### config.mk
export PLATFORM = sky130hd
export DESIGN_NAME = utf8_stream_decoder
export DESIGN_NICKNAME = d
export VERILOG_FILES = /design/src/hdl/u8d_pkg.sv /design/src/hdl/utf8_stream_decoder.sv /design/src/hdl/u8d_step.sv
export SDC_FILE = /design/constraint.sdc
export NUM_CORES = 1
export LEC_CHECK = 0
export BUFFER_PORTS_ARGS = -buffer_cell sky130_fd_sc_hd__buf_2
export CORE_MARGIN = 5
export CORE_UTILIZATION = 50
export DETAILED_ROUTE_END_ITERATION = 10
export HOLD_SLACK_MARGIN = 0.1
export PLACE_DENSITY = 0.71
export SKIP_CTS_REPAIR_TIMING = 1
export SLEW_MARGIN = 20
export SYNTH_ARGS = -nofsm -noshare
export SYNTH_HDL_FRONTEND = slang
export SYNTH_SLANG_ARGS = --single-unit
### constraint.sdc
create_clock -name clk -period 4.4 [get_ports clk]
set_input_delay 0.88 -clock clk [delete_from_list [all_inputs] [get_ports clk]]
set_output_delay 0.88 -clock clk [all_outputs]
set_load 0.01 [all_outputs]
### src/hdl/u8d_pkg.sv
`timescale 1ns / 1ps

package u8d_pkg;

    // field widths
    localparam int CP_W  = 21;
    localparam int LEN_W = 3;

    typedef logic [CP_W-1:0]  cp_t;
    typedef logic [LEN_W-1:0] len_t;

    // one decoded result
    typedef struct packed {
        cp_t  code_point;
        logic is_error;
        len_t bytes_used;
        logic last_of_run;
    } result_t;

    // open sequence: gathered bits, announced length (0 = none), bytes so far
    typedef struct packed {
        cp_t  partial;
        len_t expected;
        len_t collected;
    } seq_state_t;

    // up to two results from one byte
    typedef struct packed {
        logic    v0;
        result_t r0;
        logic    v1;
        result_t r1;
    } step_out_t;

    // byte classes
    localparam logic [7:0] ASCII_LIMIT = 8'h80;
    localparam logic [7:0] LEAD2_BASE  = 8'hC0;
    localparam logic [7:0] LEAD3_BASE  = 8'hE0;
    localparam logic [7:0] LEAD4_BASE  = 8'hF0;
    localparam logic [7:0] LEAD_BAD    = 8'hF8;
    localparam logic [7:0] CONT_MASK   = 8'hC0;
    localparam logic [7:0] CONT_MARK   = 8'h80;

    // sequence lengths
    localparam len_t LEN_NONE = 3'd0;
    localparam len_t LEN_ONE  = 3'd1;
    localparam len_t LEN_TWO  = 3'd2;
    localparam len_t LEN_THREE = 3'd3;
    localparam len_t LEN_FOUR = 3'd4;

    // scalar value limits
    localparam cp_t MIN_TWO   = 21'h000080;
    localparam cp_t MIN_THREE = 21'h000800;
    localparam cp_t MIN_FOUR  = 21'h010000;
    localparam cp_t SURR_LO   = 21'h00D800;
    localparam cp_t SURR_HI   = 21'h00DFFF;
    localparam cp_t CP_MAX    = 21'h10FFFF;

    // register file
    localparam int  ADDR_W     = 3;
    localparam logic REG_REPL  = 1'b0;     // word index of replacement_code
    localparam cp_t REPL_RESET = 21'h00FFFD;

    // result queue
    localparam int RES_DEPTH = 4;
    localparam int PTR_W     = 2;
    localparam int CNT_W     = 3;

endpackage

### src/hdl/utf8_stream_decoder.sv
`timescale 1ns / 1ps

// Channel | Direction | Handshake          | Payload
// in      | input     | in_valid/in_stall  | byte_in[7:0], end_of_text
// out     | output    | out_valid/out_stall| code_point[20:0], is_error, bytes_used[2:0],
//         |           |                    | last_of_run
// cfg     | input     | APB write/read     | replacement_code at address 0
//
// One byte is taken per cycle while in_stall is low; its results enter a four-entry
// result queue at the same edge and can leave from the next cycle on, one per cycle
// while out_stall is low. A byte that yields two results puts both in the queue, so the
// queue drain rate of one result per cycle sets the sustained rate for such bytes.
// in_stall rises when the queue holds three or more results.
// Reset clears the open sequence and the queue and loads replacement_code with FFFD.

module utf8_stream_decoder (
    input  logic                         clk,
    input  logic                         rst_n,
    // configuration
    input  logic                         psel,
    input  logic                         penable,
    input  logic                         pwrite,
    input  logic [u8d_pkg::ADDR_W-1:0]   paddr,
    input  logic [31:0]                  pwdata,
    output logic [31:0]                  prdata,
    output logic                         pready,
    // byte requests
    input  logic                         in_valid,
    output logic                         in_stall,
    input  logic [7:0]                   byte_in,
    input  logic                         end_of_text,
    // result requests
    output logic                         out_valid,
    input  logic                         out_stall,
    output u8d_pkg::cp_t                 code_point,
    output logic                         is_error,
    output u8d_pkg::len_t                bytes_used,
    output logic                         last_of_run
);
    import u8d_pkg::*;

    cp_t        repl_reg;
    seq_state_t seq_reg;
    seq_state_t seq_next;
    step_out_t  step_res;
    result_t    queue_reg [RES_DEPTH];
    logic [PTR_W-1:0] wr_ptr_reg;
    logic [PTR_W-1:0] rd_ptr_reg;
    logic [CNT_W-1:0] count_reg;
    logic [CNT_W-1:0] count_next;
    logic [CNT_W-1:0] push_n;
    logic       accept;
    logic       pop;
    result_t    head;

    // configuration port
    assign pready = 1'b1;
    assign prdata = (paddr[2] == REG_REPL) ? {11'd0, repl_reg} : 32'd0;

    always_ff @(posedge clk or negedge rst_n)
    begin
        if (!rst_n)
        begin
            repl_reg <= REPL_RESET;
        end
        else if (psel && penable && pwrite && pready && paddr[2] == REG_REPL)
        begin
            repl_reg <= pwdata[CP_W-1:0];
        end
    end

    // per-byte decode
    u8d_step u_step (
        .byte_in     (byte_in),
        .end_of_text (end_of_text),
        .repl        (repl_reg),
        .cur         (seq_reg),
        .nxt         (seq_next),
        .res         (step_res)
    );

    assign in_stall = count_reg > CNT_W'(RES_DEPTH - 2);
    assign accept   = in_valid && !in_stall;
    assign pop      = out_valid && !out_stall;

    always_ff @(posedge clk or negedge rst_n)
    begin
        if (!rst_n)
        begin
            seq_reg <= '0;
        end
        else if (accept)
        begin
            seq_reg <= seq_next;
        end
    end

    // result queue
    assign push_n     = accept ? (CNT_W'(step_res.v0) + CNT_W'(step_res.v1)) : '0;
    assign count_next = count_reg + push_n - CNT_W'(pop);

    always_ff @(posedge clk)
    begin
        if (accept && step_res.v0)
        begin
            queue_reg[wr_ptr_reg] <= step_res.r0;
        end
        if (accept && step_res.v1)
        begin
            queue_reg[wr_ptr_reg + PTR_W'(1)] <= step_res.r1;
        end
    end

    always_ff @(posedge clk or negedge rst_n)
    begin
        if (!rst_n)
        begin
            wr_ptr_reg <= '0;
            rd_ptr_reg <= '0;
            count_reg  <= '0;
        end
        else
        begin
            wr_ptr_reg <= wr_ptr_reg + push_n[PTR_W-1:0];
            rd_ptr_reg <= rd_ptr_reg + PTR_W'(pop);
            count_reg  <= count_next;
        end
    end

    assign head        = queue_reg[rd_ptr_reg];
    assign out_valid   = count_reg != '0;
    assign code_point  = head.code_point;
    assign is_error    = head.is_error;
    assign bytes_used  = head.bytes_used;
    assign last_of_run = head.last_of_run;

    // checks
    a_queue_bound: assert property (@(posedge clk) disable iff (!rst_n)
        count_reg <= CNT_W'(RES_DEPTH))
        else $error("result queue overfilled");

    a_valid_scalar: assert property (@(posedge clk) disable iff (!rst_n)
        out_valid && !is_error |->
            !(code_point >= SURR_LO && code_point <= SURR_HI) && code_point <= CP_MAX)
        else $error("clean result is not a scalar value");

    a_single_ascii: assert property (@(posedge clk) disable iff (!rst_n)
        out_valid && !is_error && bytes_used == LEN_ONE |-> code_point < MIN_TWO)
        else $error("one-byte result above 7F");

endmodule

### src/hdl/u8d_step.sv
`timescale 1ns / 1ps

module u8d_step (
    input  logic [7:0]          byte_in,
    input  logic                end_of_text,
    input  u8d_pkg::cp_t        repl,
    input  u8d_pkg::seq_state_t cur,
    output u8d_pkg::seq_state_t nxt,
    output u8d_pkg::step_out_t  res
);
    import u8d_pkg::*;

    logic       s_emit;
    result_t    s_res;
    seq_state_t s_state;
    cp_t        cont_pv;
    len_t       cont_cnt;
    logic       cont_done;
    cp_t        minimum;
    logic       bad;
    logic       is_cont;
    seq_state_t pre;

    // byte seen with no sequence open
    always_comb
    begin
        s_emit  = 1'b0;
        s_res   = '{code_point: repl, is_error: 1'b1, bytes_used: LEN_ONE,
                    last_of_run: 1'b1};
        s_state = '0;
        priority if (byte_in < ASCII_LIMIT)
        begin
            s_emit            = 1'b1;
            s_res.code_point  = {13'd0, byte_in};
            s_res.is_error    = 1'b0;
        end
        else if (byte_in < LEAD2_BASE || byte_in >= LEAD_BAD)
        begin
            s_emit = 1'b1;
        end
        else if (byte_in < LEAD3_BASE)
        begin
            s_state = '{partial: {16'd0, byte_in[4:0]}, expected: LEN_TWO,
                        collected: LEN_ONE};
        end
        else if (byte_in < LEAD4_BASE)
        begin
            s_state = '{partial: {17'd0, byte_in[3:0]}, expected: LEN_THREE,
                        collected: LEN_ONE};
        end
        else
        begin
            s_state = '{partial: {18'd0, byte_in[2:0]}, expected: LEN_FOUR,
                        collected: LEN_ONE};
        end
    end

    // continuation: shift in six bits and check for completion
    assign is_cont   = (byte_in & CONT_MASK) == CONT_MARK;
    assign cont_pv   = {cur.partial[14:0], byte_in[5:0]};
    assign cont_cnt  = cur.collected + LEN_ONE;
    assign cont_done = cont_cnt >= cur.expected;

    always_comb
    begin
        unique case (cur.expected)
            LEN_TWO:   minimum = MIN_TWO;
            LEN_THREE: minimum = MIN_THREE;
            default:   minimum = MIN_FOUR;
        endcase
    end

    assign bad = (cont_pv < minimum) || (cont_pv >= SURR_LO && cont_pv <= SURR_HI)
                 || (cont_pv > CP_MAX);

    // sequence update and results
    always_comb
    begin
        pre = cur;
        res = '0;
        priority if (byte_in == 8'h00)
        begin
            pre = '0;
        end
        else if (cur.expected == LEN_NONE)
        begin
            pre    = s_state;
            res.v0 = s_emit;
            res.r0 = s_res;
        end
        else if (is_cont)
        begin
            if (cont_done)
            begin
                pre    = '0;
                res.v0 = 1'b1;
                res.r0 = '{code_point: bad ? repl : cont_pv, is_error: bad,
                           bytes_used: cur.expected, last_of_run: 1'b1};
            end
            else
            begin
                pre = '{partial: cont_pv, expected: cur.expected,
                        collected: cont_cnt};
            end
        end
        else
        begin
            // interrupted sequence, then the byte starts afresh
            pre    = s_state;
            res.v0 = 1'b1;
            res.r0 = '{code_point: repl, is_error: 1'b1,
                       bytes_used: cur.collected, last_of_run: !s_emit};
            res.v1 = s_emit;
            res.r1 = s_res;
        end
    end

    // end of text drops a sequence still open
    assign nxt = (end_of_text && pre.expected != LEN_NONE) ? '0 : pre;

endmodule
After elaboration in Yosys (flattened, before gate mapping)
Memories as Yosys holds them, arrays and structs flattened.
Index checks and enable logic that the tools add are counted.
{"block": "op_classes", "order_cmp": 11, "mul": 0, "shifts": 0, "n_mux": 26, "reduce_logical": 19, "eq_ne": 3, "bitwise_logic": 1, "div_mod_pow": 0, "n_addsub": 7}
{"operator": "$mux W21", "count": 9}
{"operator": "$mux W27", "count": 5}
{"operator": "$mux W54", "count": 1}
{"operator": "$pmux W17 S2", "count": 1}
{"operator": "$lt A8 B8 Y1 const B", "count": 4}
{"operator": "$mux W22", "count": 1}
{"operator": "$ge A21 B16 Y1 const B", "count": 1}
{"operator": "$gt A21 B21 Y1 const B", "count": 1}
{"operator": "$le A21 B16 Y1 const B", "count": 1}
{"operator": "$lt A21 B17 Y1", "count": 1}
{"operator": "$mux W11", "count": 1}
{"operator": "$mux W10", "count": 1}
{"operator": "$logic_and A1 B1 Y1", "count": 9}
{"operator": "$ge A8 B8 Y1 const B", "count": 1}
{"operator": "$logic_not A8 Y1", "count": 1}
{"operator": "$eq A3 B2 Y1 const B", "count": 2}
{"operator": "$mux W1", "count": 6}
{"operator": "$reduce_bool A3 Y1", "count": 2}
{"operator": "$add A3 B1 Y3 const B", "count": 1}
{"operator": "$add A3 B2 Y3", "count": 1}
{"operator": "$ge A3 B3 Y1", "count": 1}
{"operator": "$gt A3 B2 Y1 const B", "count": 1}
{"operator": "$logic_not A1 Y1", "count": 3}
{"operator": "$logic_not A3 Y1", "count": 1}
{"operator": "other kinds (9)", "count": 11}
{"block": "word_totals", "wordCells": 75, "mem_bits_rw": 104, "regBits": 49, "romBits": 0, "memories": 1, "latchBits": 0}
{"memory": "queue_reg", "words": 4, "width": 26, "rd": 1, "rd_ports_with_merged_regs": 0, "wr": 2, "line_no": "utf8_stream_decoder.sv:46", "rtl": "result_t queue_reg [RES_DEPTH];"}

Logic depth before layout (Yosys ltp)
Gate-level depths: netlist of the first run.
{"block": "logic_depth", "word_depth": 14, "ltp_mapped": 17}

By module
Synthesis of the first run repeated with hierarchy kept, for this count alone.
{"block": "hier_totals", "hier_cells": 672, "area_unflattened_um2": 8921.1}
{"module": "utf8_stream_decoder", "seq_area_each_um2": 4518.1, "cells_per_inst": 434, "area_each_um2": 7512.2, "n_inst": 1}
{"module": "u8d_step", "seq_area_each_um2": 0.0, "cells_per_inst": 238, "area_each_um2": 1408.9, "n_inst": 1}

Worst setup path before layout of the first run
No wires, ideal clock.
{"block": "synth_timing", "kind": "input-to-reg", "from": "in byte_in[6]", "to": "reg count_reg[2]", "arrival_ps": 3305, "path_buffers": 1, "t_required_ps": 4277, "path_stages": 12, "path_slack_ps": 973, "setup_time_ps": 123, "path_cell_list": "nor4_2 and2_1 clkbuf_1 nor2_1 ha_1 nand2_1 ha_1 inv_1 ha_1 fa_1 xnor2_1 xnor2_1"}
{"block": "synth_between", "elab_chain_len": 11, "word_cells_on_any_way": 17, "classes_between": "3 x add/sub; 3 x order compare; 1 x eq/ne; 8 x mux; 2 x reduce/logical"}
{"element": "from (decl)", "line_no": "utf8_stream_decoder.sv:30", "rtl": "input logic [7:0] byte_in,"}
{"element": "$lt A8 B8 Y1 / $ge A8 B8 Y1 (equally long branches)", "line_no": "u8d_step.sv:37", "rtl": "else if (byte_in < LEAD2_BASE || byte_in >= LEAD_BAD)"}
{"element": "$logic_or A1 B1 Y1", "line_no": "u8d_step.sv:37"}
{"element": "$mux W1", "line_no": "u8d_step.sv:37"}
{"element": "$mux W1", "line_no": "u8d_step.sv:31", "rtl": "priority if (byte_in < ASCII_LIMIT)"}
{"element": "$mux W27", "line_no": "u8d_step.sv:91", "rtl": "else if (is_cont)"}
{"element": "$mux W27", "line_no": "u8d_step.sv:85", "rtl": "else if (cur.expected == LEN_NONE)"}
{"element": "$mux W54 (*)", "line_no": "u8d_step.sv:81", "rtl": "priority if (byte_in == 8'h00)"}
{"element": "$add A1 B1 Y2 (*)", "line_no": "utf8_stream_decoder.sv:99", "rtl": "assign push_n = accept ? (CNT_W'(step_res.v0) + CNT_W'(step_res.v1)) : '0;"}
{"element": "$mux W2 (*)", "line_no": "utf8_stream_decoder.sv:99"}
{"element": "$add A3 B2 Y3 (*)", "line_no": "utf8_stream_decoder.sv:100", "rtl": "assign count_next = count_reg + push_n - CNT_W'(pop);"}
{"element": "$sub A3 B1 Y3 (*)", "line_no": "utf8_stream_decoder.sv:100"}
{"element": "net count_next[2]", "line_no": "utf8_stream_decoder.sv:50", "rtl": "logic [CNT_W-1:0] count_next;"}
{"element": "to (signal assigned)", "line_no": "utf8_stream_decoder.sv:126", "rtl": "count_reg <= count_next;"}
{"element": "to (decl)", "line_no": "utf8_stream_decoder.sv:49", "rtl": "logic [CNT_W-1:0] count_reg;"}
Mark *: on every way through the listed nets, which the timed path passes. The rest lies on a longest branch.
A chain may end at the register's enable or synchronous reset.

Worst setup path after layout of the first run
{"block": "layout_timing", "from": "reg seq_reg[0] (netlist bit)", "to": "reg count_reg[2]"}
{"block": "layout_between", "elab_chain_len": 10}
{"element": "from (decl)", "line_no": "utf8_stream_decoder.sv:43", "rtl": "seq_state_t seq_reg;"}
{"element": "from (signal assigned)", "line_no": "utf8_stream_decoder.sv:94", "rtl": "seq_reg <= seq_next;"}
{"element": "$add A3 B1 Y3", "line_no": "u8d_step.sv:61", "rtl": "assign cont_cnt = cur.collected + LEN_ONE;"}
{"element": "$ge A3 B3 Y1", "line_no": "u8d_step.sv:62", "rtl": "assign cont_done = cont_cnt >= cur.expected;"}
{"element": "$mux W27", "line_no": "u8d_step.sv:93", "rtl": "if (cont_done)"}
{"element": "$mux W27", "line_no": "u8d_step.sv:91"}
{"element": "$mux W27", "line_no": "u8d_step.sv:85"}
{"element": "$mux W54", "line_no": "u8d_step.sv:81"}
{"element": "$add A1 B1 Y2", "line_no": "utf8_stream_decoder.sv:99"}
{"element": "$mux W2", "line_no": "utf8_stream_decoder.sv:99"}
{"element": "$add A3 B2 Y3", "line_no": "utf8_stream_decoder.sv:100"}
{"element": "$sub A3 B1 Y3", "line_no": "utf8_stream_decoder.sv:100"}
{"element": "net count_next[2]", "line_no": "utf8_stream_decoder.sv:50"}
The timed path passes the listed nets, and every way through them passes these cells.

==> results of run 1 <==
## area by class of cell
cell class                 instances  area [sq um]  share of cell area
timing repair buffer             114         640.6             0.06640
sequential                       153          4289              0.4446
clock inverter                    13         168.9             0.01751
multi-input combinational        508          3792              0.3931
inverter                          13         48.80            0.005058
tap                              220         275.3             0.02853
clock buffer                      19         432.9             0.04487
## synth_stat cells (all sizes together) (3+ instances only)
| master | instances |
|---|---|
| a211oi | 8 |
| a21oi | 26 |
| a221o | 3 |
| a22o | 15 |
| a22oi | 3 |
| a32o | 8 |
| buf | 30 |
| clkbuf | 25 |
| dfrtp | 34 |
| dfstp | 15 |
| dfxtp | 8 |
| edfxtp | 96 |
| ha | 12 |
| inv | 13 |
| mux2 | 27 |
| mux2i | 8 |
| mux4 | 26 |
| nand2 | 92 |
| nand2b | 7 |
| nand3 | 17 |
| nor2 | 33 |
| nor2b | 24 |
| nor3 | 6 |
| nor4 | 4 |
| o21a | 11 |
| o21ai | 66 |
| o221a | 6 |
| o22ai | 20 |
| o31ai | 4 |
| o32ai | 28 |
| or2 | 4 |
| or3 | 3 |
| or4 | 3 |
| xnor2 | 3 |
| xor2 | 3 |
## metrics by stage
step                      utilization  hold WS [ns]  worst slack [ns]
final                          0.5839        0.4537            0.6313
after detailed placement       0.5474        0.4910            0.6277
after global routing           0.5839        0.5031            0.4218
after CTS                      0.5839        0.4534            0.6362
after global placement         0.5474        0.4804            0.6448
after floorplan                     -        0.4582            0.9729
## per-layer routing
metal | global-route usage | part of all wire | vias to the layer above
met5 | 0 | 0 | -
met4 | 0.07673 | 0.021 | 0
met3 | 0.05420 | 0.095 | 44
met2 | 0.4061 | 0.48 | 399
met1 | 0.3370 | 0.40 | 3265
li1 | - | - | 2940
## worst max-delay path, stage by stage, from the launching register on
cell,delay (ns)
dfrtp_1,0.44
ha_1,0.26
xor2_1,0.16
ha_1,0.31
a21o_1,0.18
a31o_2,0.29
nor2_1,0.14
nand2_1,0.14
o21ai_0,0.16
nor2_1,0.06
ha_1,0.27
nand2_1,0.07
ha_1,0.29
inv_1,0.04
ha_1,0.19
fa_1,0.38
xnor2_1,0.19
xnor2_1,0.14
## cells in the final DEF (no fill, tap or decap), types with 3 or more instances in the layout
cell / count
edfxtp_1: 96
nand2_1: 92
buf_2: 86
o21ai_0: 53
nor2_1: 33
dfrtp_1: 33
o32ai_1: 28
buf_4: 28
mux2_2: 27
mux4_2: 26
nor2b_1: 24
o22ai_1: 20
nand3_1: 17
clkbuf_16: 17
a21oi_1: 15
a22o_1: 15
dfstp_2: 15
inv_1: 13
ha_1: 12
conb_1: 12
o21ai_1: 11
o21a_1: 11
a21oi_2: 11
a32o_1: 8
mux2i_1: 8
dfxtp_1: 8
nand2b_1: 7
nor3_1: 6
o221a_2: 6
a211oi_2: 6
or3_1: 3
a22oi_1: 3
xor2_1: 3
xnor2_1: 3
o31ai_1: 3
clkinvlp_4: 3
bufinv_16: 3
## power by group through the flow
stage / sequential, uW / clock (uW) / combinational, uW
2_1_floorplan: 1910 / 0 / 1340
3_3_place_gp: 2060 / 0 / 1770
3_5_place_dp: 2070 / 0 / 1820
4_1_cts: 2040 / 1520 / 1820
5_1_grt: 2080 / 1580 / 1980
6_report: 2050 / 1500 / 1830
## cells by family (layout without fill, tap and decap cells)
kind of cell             Yosys count  count (layout)
AO/OA/AOI/OAI                    211             211
AND/OR/NAND/NOR                  205             205
multiplexers                      61              61
XOR/XNOR                           6               6
other                              2              12
flip-flops                       153             153
adder cells (fa/ha/maj)           13              13
buffers and inverters             68             159
## final timing paths
path / start / end / slack [ns]
setup reg to reg: seq_reg[0]$_DFFE_PN0P_ / count_reg[2]$_DFF_PN0_ / 0.63
hold / removal: rst_n / seq_reg[1]$_DFFE_PN0P_ / 0.45
setup / recovery: seq_reg[0]$_DFFE_PN0P_ / count_reg[2]$_DFF_PN0_ / 0.63
max in group asynchronous: rst_n / repl_reg[7]$_DFFE_PN1P_ / 3.13
hold reg to reg: count_reg[2]$_DFF_PN0_ / count_reg[2]$_DFF_PN0_ / 0.51
min in group clk: count_reg[2]$_DFF_PN0_ / count_reg[2]$_DFF_PN0_ / 0.51
==> results.json, run 1 <==
{
  "status": "finished, final reports clean",
  "track_usage": 0.2494,
  "grt_pass1_vias": 6616,
  "io_buffers": 86,
  "async_reset_ff_frac": 0.3203,
  "syn_area_per_cell_sq_um": 11.64,
  "grt_overflow": 0,
  "rsz0062_at_grt": "false",
  "synthTopCellsByArea": "edfxtp_1 (34%), dfrtp_1 (10%), mux4_2 (7.0%), dfstp_2 (4.7%), nand2_1 (4.1%)",
  "drt_iter0_drc": 730,
  "fp.dieH_um": 139.4,
  "numCtsBuffers": 17,
  "reg2reg_depth": 17,
  "initial_core_util": 0.5065,
  "fin_crit_ns": 3.769,
  "p_comb_frac": 0.341,
  "die_w_um": 139.4,
  "yosysWarningCount": 0,
  "end_kind": "flop",
  "fin_skew_ns": 0.009821,
  "muxShareOfSynthArea": 0.1158,
  "diodes": 0,
  "num_vias": 6648,
  "synth_fa_ha_area_frac": 0.02033,
  "fmax_mhz": 265.3,
  "synth_edf_count": 96,
  "gp_congestion": 0.9085,
  "fill_cells": 1343,
  "totalPowerFinal_uw": 5377,
  "core_area_sq_um": 16520,
  "finalMaxSlewViolations": 0,
  "post-route-period-util": 0.8565,
  "finalInstanceArea_sq_um": 9648,
  "largest_reg_flops": 104,
  "switching_share": 0.3632,
  "hpwl_um": 16890,
  "power_frac_clock": 0.279,
  "cts_tree": "built",
  "grt_max_degree": 28,
  "finalHoldViolations": 0,
  "cts.sinks": 153,
  "netlist_instances": 719,
  "clock-root-buffer": "clkbuf_16",
  "drv_cap": 0,
  "placedCellCount": 1008,
  "p_per_area_nw_per_um2": 557.3,
  "synth-simple-area-share": 0.1188,
  "grt_pass1_wl_um": 38030,
  "slew-limit-headroom": 0.3326,
  "seq_area_frac_synth": 0.5123,
  "avgViaCountPerCell": 6.392,
  "syn_area_sq_um": 8371,
  "wl_um": 23960,
  "drive_gt1_frac": 0.3061,
  "yosys.area.top_type": "edfxtp_1",
  "clock_latency_ns": 0.43,
  "finalSetupViolCount": 0,
  "hp-class": "in -> async",
  "cts.clk_slew.worst_paths_ns": 0.06,
  "dieArea_sq_um": 19430,
  "cts_buffer_depth": 2,
  "nets": 871,
  "area_delta_synth_final_pct": 15.26,
  "power_frac_seq": 0.380,
  "instances_no_fill": 1040,
  "crit_arrival_ns": 4.12,
  "ir_worst_vdd_mv": 0.4022,
  "drt-pass1-iter-count": 6,
  "synth_top_family_by_area": "compound AO/OA/AOI/OAI gates",
  "cp-start-kind": "flop",
  "core.rowCount": 47,
  "cp_max_fo": 8,
  "drc": 0,
  "synth_compound_area_frac": 0.1864,
  "antenna_found_initial": 0,
  "yosysTopAreaCellShare": 0.3444,
  "placed_cell_area_sq_um": 9046,
  "ys_seq_elements": 153,
  "ctsHtreeMaxLevel": 4,
  "synth_xor_area_frac": 0.006278,
  "io_pins": 112,
  "p_leak_uw": 0.003675,
  "post_synth_num_cell_types": 69,
  "worstMarginPinSlew_ns": 1.001,
  "synth-main-ff-cell": "edfxtp_1",
  "wl_per_cell_um": 23.03,
  "cp.required_ns": 4.75,
  "p_int_uw": 3424,
  "critPathKind": "reg -> reg",
  "switchingPower_uw": 1953,
  "tns_ns": 0,
  "ant_nets": 0
}
Note: power is estimated with default switching activity, not from simulation.
==> inputs of run 2 (changes only) <==
- BUFFER_PORTS_ARGS: -buffer_cell sky130_fd_sc_hd__buf_2 -> -buffer_cell sky130_fd_sc_hd__buf_4
- CTS_BUF_LIST: default -> sky130_fd_sc_hd__clkbuf_16
==> results.json, run 2 (same netlist as run 1, synthesis figures left out) <==
{
  "clock-root-buffer": "clkbuf_16",
  "drv_cap": 0,
  "layout_common_cells": "buf_4 (108), edfxtp_1 (96), nand2_1 (92)",
  "crit_arrival_ns": 4.20,
  "drive_gt1_frac": 0.2998,
  "worstMarginPinSlew_ns": 0.9981,
  "cpPeakStageDelay_ns": 0.45,
  "tns_ns": 0,
  "antenna_found_initial": 0,
  "ant_nets": 0,
  "core_area_sq_um": 16520,
  "avgViaCountPerCell": 6.494,
  "multi_input_area_sq_um": 3792,
  "clock_latency_ns": 0.43,
  "critPathKind": "reg -> reg",
  "ctsHtreeMaxLevel": 4,
  "p_int_uw": 3507,
  "drt-pass1-iter-count": 5,
  "io_buffers": 86,
  "hp-class": "in -> async",
  "post-route-period-util": 0.8745,
  "num_vias": 6715,
  "fin_crit_ns": 3.848,
  "grt_pass1_vias": 6631,
  "finalSetupViolCount": 0,
  "cts_tree": "built",
  "seqCellArea_sq_um": 4289,
  "fp.dieH_um": 139.4,
  "slew-limit-headroom": 0.3306,
  "status": "finished, final reports clean",
  "initial_core_util": 0.5065,
  "largest_reg_flops": 104,
  "final_util": 0.5940,
  "track_usage": 0.2515,
  "power_frac_clock": 0.271,
  "p_per_area_nw_per_um2": 559.8,
  "area_delta_synth_final_pct": 17.26,
  "cp_max_fo": 8,
  "gp_congestion": 0.9207,
  "io_pins": 112,
  "die_w_um": 139.4,
  "wl_um": 24420,
  "finalHoldViolations": 0,
  "reg2reg_from": "seq_reg[0]$_DFFE_PN0P_",
  "ir_worst_vdd_mv": 0.3304,
  "fin_skew_ns": 0.008377,
  "cp-start-kind": "flop",
  "nets": 865,
  "p_leak_uw": 0.003709,
  "switching_share": 0.3617,
  "hpwl_um": 17130,
  "power_frac_seq": 0.374,
  "switchingPower_uw": 1987,
  "fill_cells": 1315,
  "cts_buffer_depth": 2,
  "cts.sinks": 153,
  "mostFrequentLayoutCell": "buf_4",
  "drc": 0,
  "diodes": 0,
  "cts.clk_slew.worst_paths_ns": 0.06,
  "drt_iter0_drc": 718,
  "whs_ns": 0.4851,
  "numCtsBuffers": 17,
  "grt_pass1_wl_um": 37960,
  "rsz0062_at_grt": "false",
  "cp.required_ns": 4.76,
  "core.rowCount": 47,
  "wl_per_cell_um": 23.61,
  "regToRegSetupSlack_ns": 0.55,
  "r2r-end": "count_reg[2]$_DFF_PN0_",
  "dieArea_sq_um": 19430,
  "reg2reg_depth": 17,
  "grt_max_degree": 50,
  "critPathSlowestCell": "dfrtp_1",
  "totalPowerFinal_uw": 5495,
  "critPathLaunch": "seq_reg[0]$_DFFE_PN0P_",
  "grt_overflow": 0,
  "end_kind": "flop",
  "path_cells": "ha_1, xor2_1, ha_1, a21o_1, a31o_2, nor2_1, nand2_1, o21ai_0, nor2_1, ha_1, nand2_1, ha_1, inv_1, ha_1, fa_1, xnor2_1, xnor2_1",
  "fmax_mhz": 259.9,
  "path_common_cell": "ha_1",
  "p_comb_frac": 0.355,
  "finalMaxSlewViolations": 0
}
-- run 2: worst max-delay path: cells and delay by family, from the launching register on --
family	cells	cell delay, ns
adder cells (fa/ha/maj)	6	1.70
XOR/XNOR	3	0.50
AND/OR/NAND/NOR	4	0.46
flip-flops	1	0.45
AO/OA/AOI/OAI	3	0.62
buffers and inverters	1	0.04
-- run 2: worst max path at each step --
stage	cells after the start	to	slack, ns
after floorplan	12	count_reg[2]$_DFF_PN0_	0.97
after global placement	17	count_reg[2]$_DFF_PN0_	0.76
after detailed placement	17	count_reg[2]$_DFF_PN0_	0.57
after CTS	17	count_reg[2]$_DFF_PN0_	0.55
after global routing	17	count_reg[2]$_DFF_PN0_	0.30
final	17	count_reg[2]$_DFF_PN0_	0.55
-- run 2: metrics by stage --
step / cell area [sq um] / worst slack, ns / std cells
3_5_place_dp: 9216 / 0.5733 / 1002
4_1_cts: 9816 / 0.5512 / 1034
3_3_place_gp: 9216 / 0.7556 / 1002
2_1_floorplan: 8408 / 0.9729 / 729
5_1_grt: 9816 / 0.3009 / 1034
6_report: 9816 / 0.5521 / 1034
-- run 2: cell type report --
| type | instances | area share |
|---|---|---|
| Clock buffer | 17 | 0.04334 |
| Timing Repair Buffer | 108 | 0.08260 |
| Tap cell | 220 | 0.02804 |
| Inverter | 13 | 0.004971 |
| Sequential cell | 153 | 0.4370 |
| Multi-Input combinational cell | 508 | 0.3864 |
| Clock inverter | 15 | 0.01772 |
-- run 2: power by group through the flow --
stage / clock network, uW / registers [uW] / logic, uW
floorplan: 0 / 1910 / 1340
global placement: 0 / 2070 / 1870
detailed placement: 0 / 2080 / 1920
CTS: 1500 / 2060 / 1930
global route: 1570 / 2090 / 2090
finish: 1490 / 2050 / 1950
-- run 2: per-layer routing --
| layer | vias up | share of wire | wire (um) | global-route usage |
|---|---|---|---|---|
| li1 | 2925 | - | - | - |
| met3 | 60 | 0.088 | 2154 | 0.07033 |
| met5 | - | 0 | 0 | 0 |
| met1 | 3340 | 0.40 | 9752 | 0.3298 |
| met4 | 0 | 0.031 | 745 | 0.09063 |
| met2 | 390 | 0.48 | 11770 | 0.4028 |
==> inputs of run 3 (changes only) <==
- clock period: 4.4 -> 3.9 ns (I/O delays scaled with it)
==> results.json, run 3 (same netlist as run 1, synthesis figures left out) <==
{
  "largest_reg_flops": 104,
  "avgViaCountPerCell": 6.420,
  "drv_cap": 0,
  "fp.dieH_um": 139.4,
  "diodes": 0,
  "core.rowCount": 47,
  "wl_um": 23960,
  "post-place-ws_ns": 0.1914,
  "dieArea_sq_um": 19430,
  "grt_pass1_wl_um": 37410,
  "grt_pass1_vias": 6627,
  "io_buffers": 86,
  "cp-start-kind": "flop",
  "power_frac_clock": 0.251,
  "io_pins": 112,
  "switchingPower_uw": 2214,
  "finalSetupViolCount": 0,
  "crit_arrival_ns": 4.04,
  "ant_nets": 0,
  "finalHoldViolations": 0,
  "end_kind": "flop",
  "track_usage": 0.2457,
  "p_leak_uw": 0.003747,
  "gp_congestion": 0.9262,
  "num_vias": 6703,
  "fin_skew_ns": 0.01207,
  "area_delta_synth_final_pct": 17.65,
  "ir_worst_vdd_mv": 0.3782,
  "antenna_found_initial": 0,
  "post-route-period-util": 0.9556,
  "finalInstanceArea_sq_um": 9848,
  "placed_cell_area_sq_um": 9299,
  "cts_tree": "built",
  "reg2reg_depth": 17,
  "wl_per_cell_um": 22.95,
  "fin_crit_ns": 3.727,
  "power_frac_seq": 0.383,
  "grt_max_degree": 50,
  "cp.required_ns": 4.21,
  "setup_ws_ns": 0.1731,
  "layout_common_cells": "buf_4 (119), edfxtp_1 (96), nand2_1 (91)",
  "drt_iter0_drc": 733,
  "drc": 0,
  "fill_cells": 1321,
  "ctsHtreeMaxLevel": 4,
  "finalMaxSlewViolations": 0,
  "core_area_sq_um": 16520,
  "fmax_mhz": 268.3,
  "drt-pass1-iter-count": 5,
  "p_per_area_nw_per_um2": 615.5,
  "initial_core_util": 0.5065,
  "clock_latency_ns": 0.43,
  "slew-limit-headroom": 0.3445,
  "grt_overflow": 0,
  "die_w_um": 139.4,
  "mostFrequentLayoutCell": "buf_4",
  "cp_max_fo": 8,
  "tns_ns": 0,
  "totalPowerFinal_uw": 6061,
  "clock-root-buffer": "clkbuf_16",
  "hp-class": "in -> async",
  "drive_gt1_frac": 0.3107,
  "critPathKind": "reg -> reg",
  "nets": 876,
  "rsz0062_at_grt": "false",
  "status": "finished, final reports clean",
  "cts_buffer_depth": 2,
  "hpwl_um": 16800,
  "numCtsBuffers": 17,
  "cts.sinks": 153,
  "switching_share": 0.3652,
  "p_comb_frac": 0.366,
  "cts.clk_slew.worst_paths_ns": 0.06,
  "p_int_uw": 3848,
  "worstMarginPinSlew_ns": 0.9832
}
[run 3: cell count changes in the layout (fill, tap and decap cells not counted), moves of 2 or more]
cell,change
inv_1,+4
buf_4,+11
clkinv_1,-3
bufinv_16,-2
[run 3: worst max-delay path, cell delays in order (launching register included)]
cell and delay (ns):
dfrtp_2 0.45, ha_1 0.25, xor2_1 0.15, ha_1 0.31, a21o_1 0.18, a31o_2 0.30
nor2_1 0.18, nand2_2 0.11, o21ai_0 0.09, nor2_1 0.06, ha_1 0.26, nand2_1 0.08
ha_1 0.29, inv_1 0.04, ha_1 0.18, fa_1 0.40, xnor2_2 0.16, xnor2_1 0.13
[run 3: worst paths after layout]
check | startpoint | endpoint | slack [ns]
worst max-delay path | seq_reg[0]$_DFFE_PN0P_ | count_reg[2]$_DFF_PN0_ | 0.17
worst min-delay path | rst_n | seq_reg[1]$_DFFE_PN0P_ | 0.38
worst max register to register | seq_reg[0]$_DFFE_PN0P_ | count_reg[2]$_DFF_PN0_ | 0.17
worst min register to register | count_reg[2]$_DFF_PN0_ | count_reg[2]$_DFF_PN0_ | 0.51
max in group asynchronous | rst_n | rd_ptr_reg[0]$_DFF_PN0_ | 3.03
min in group clk | count_reg[2]$_DFF_PN0_ | count_reg[2]$_DFF_PN0_ | 0.51
[run 3: metrics by stage]
step                std cells  hold slack, ns    util
floorplan                 729          0.4582       -
global route             1044          0.4408  0.5960
global placement         1013          0.4797  0.5627
finish                   1044          0.3838  0.5960
CTS                      1044          0.4032  0.5953
detailed placement       1013          0.4953  0.5627
[run 3: power by group through the flow]
stage	Combinational [uW]	Sequential, uW	Clock [uW]
floorplan	1510	2150	0
global placement	2130	2330	0
detailed placement	2170	2340	0
CTS	2190	2310	1540
global route	2380	2350	1610
finish	2220	2320	1520
[run 3: area by class of cell]
class	count	area [sq um]	share of cell area
flip-flops and latches	153	4290	0.4356
multi-input cells	508	3802	0.3861
inverters	13	48.80	0.004955
clock inverters	14	112.6	0.01143
repair buffers	119	893.4	0.09071
well taps	220	275.3	0.02795
clock buffers	17	425.4	0.04320
[run 3: layer usage]
layer / track usage / share of wire
met2: 0.3893 / 0.47
met3: 0.05386 / 0.092
met5: 0 / 0
met1: 0.3318 / 0.40
met4: 0.09732 / 0.030
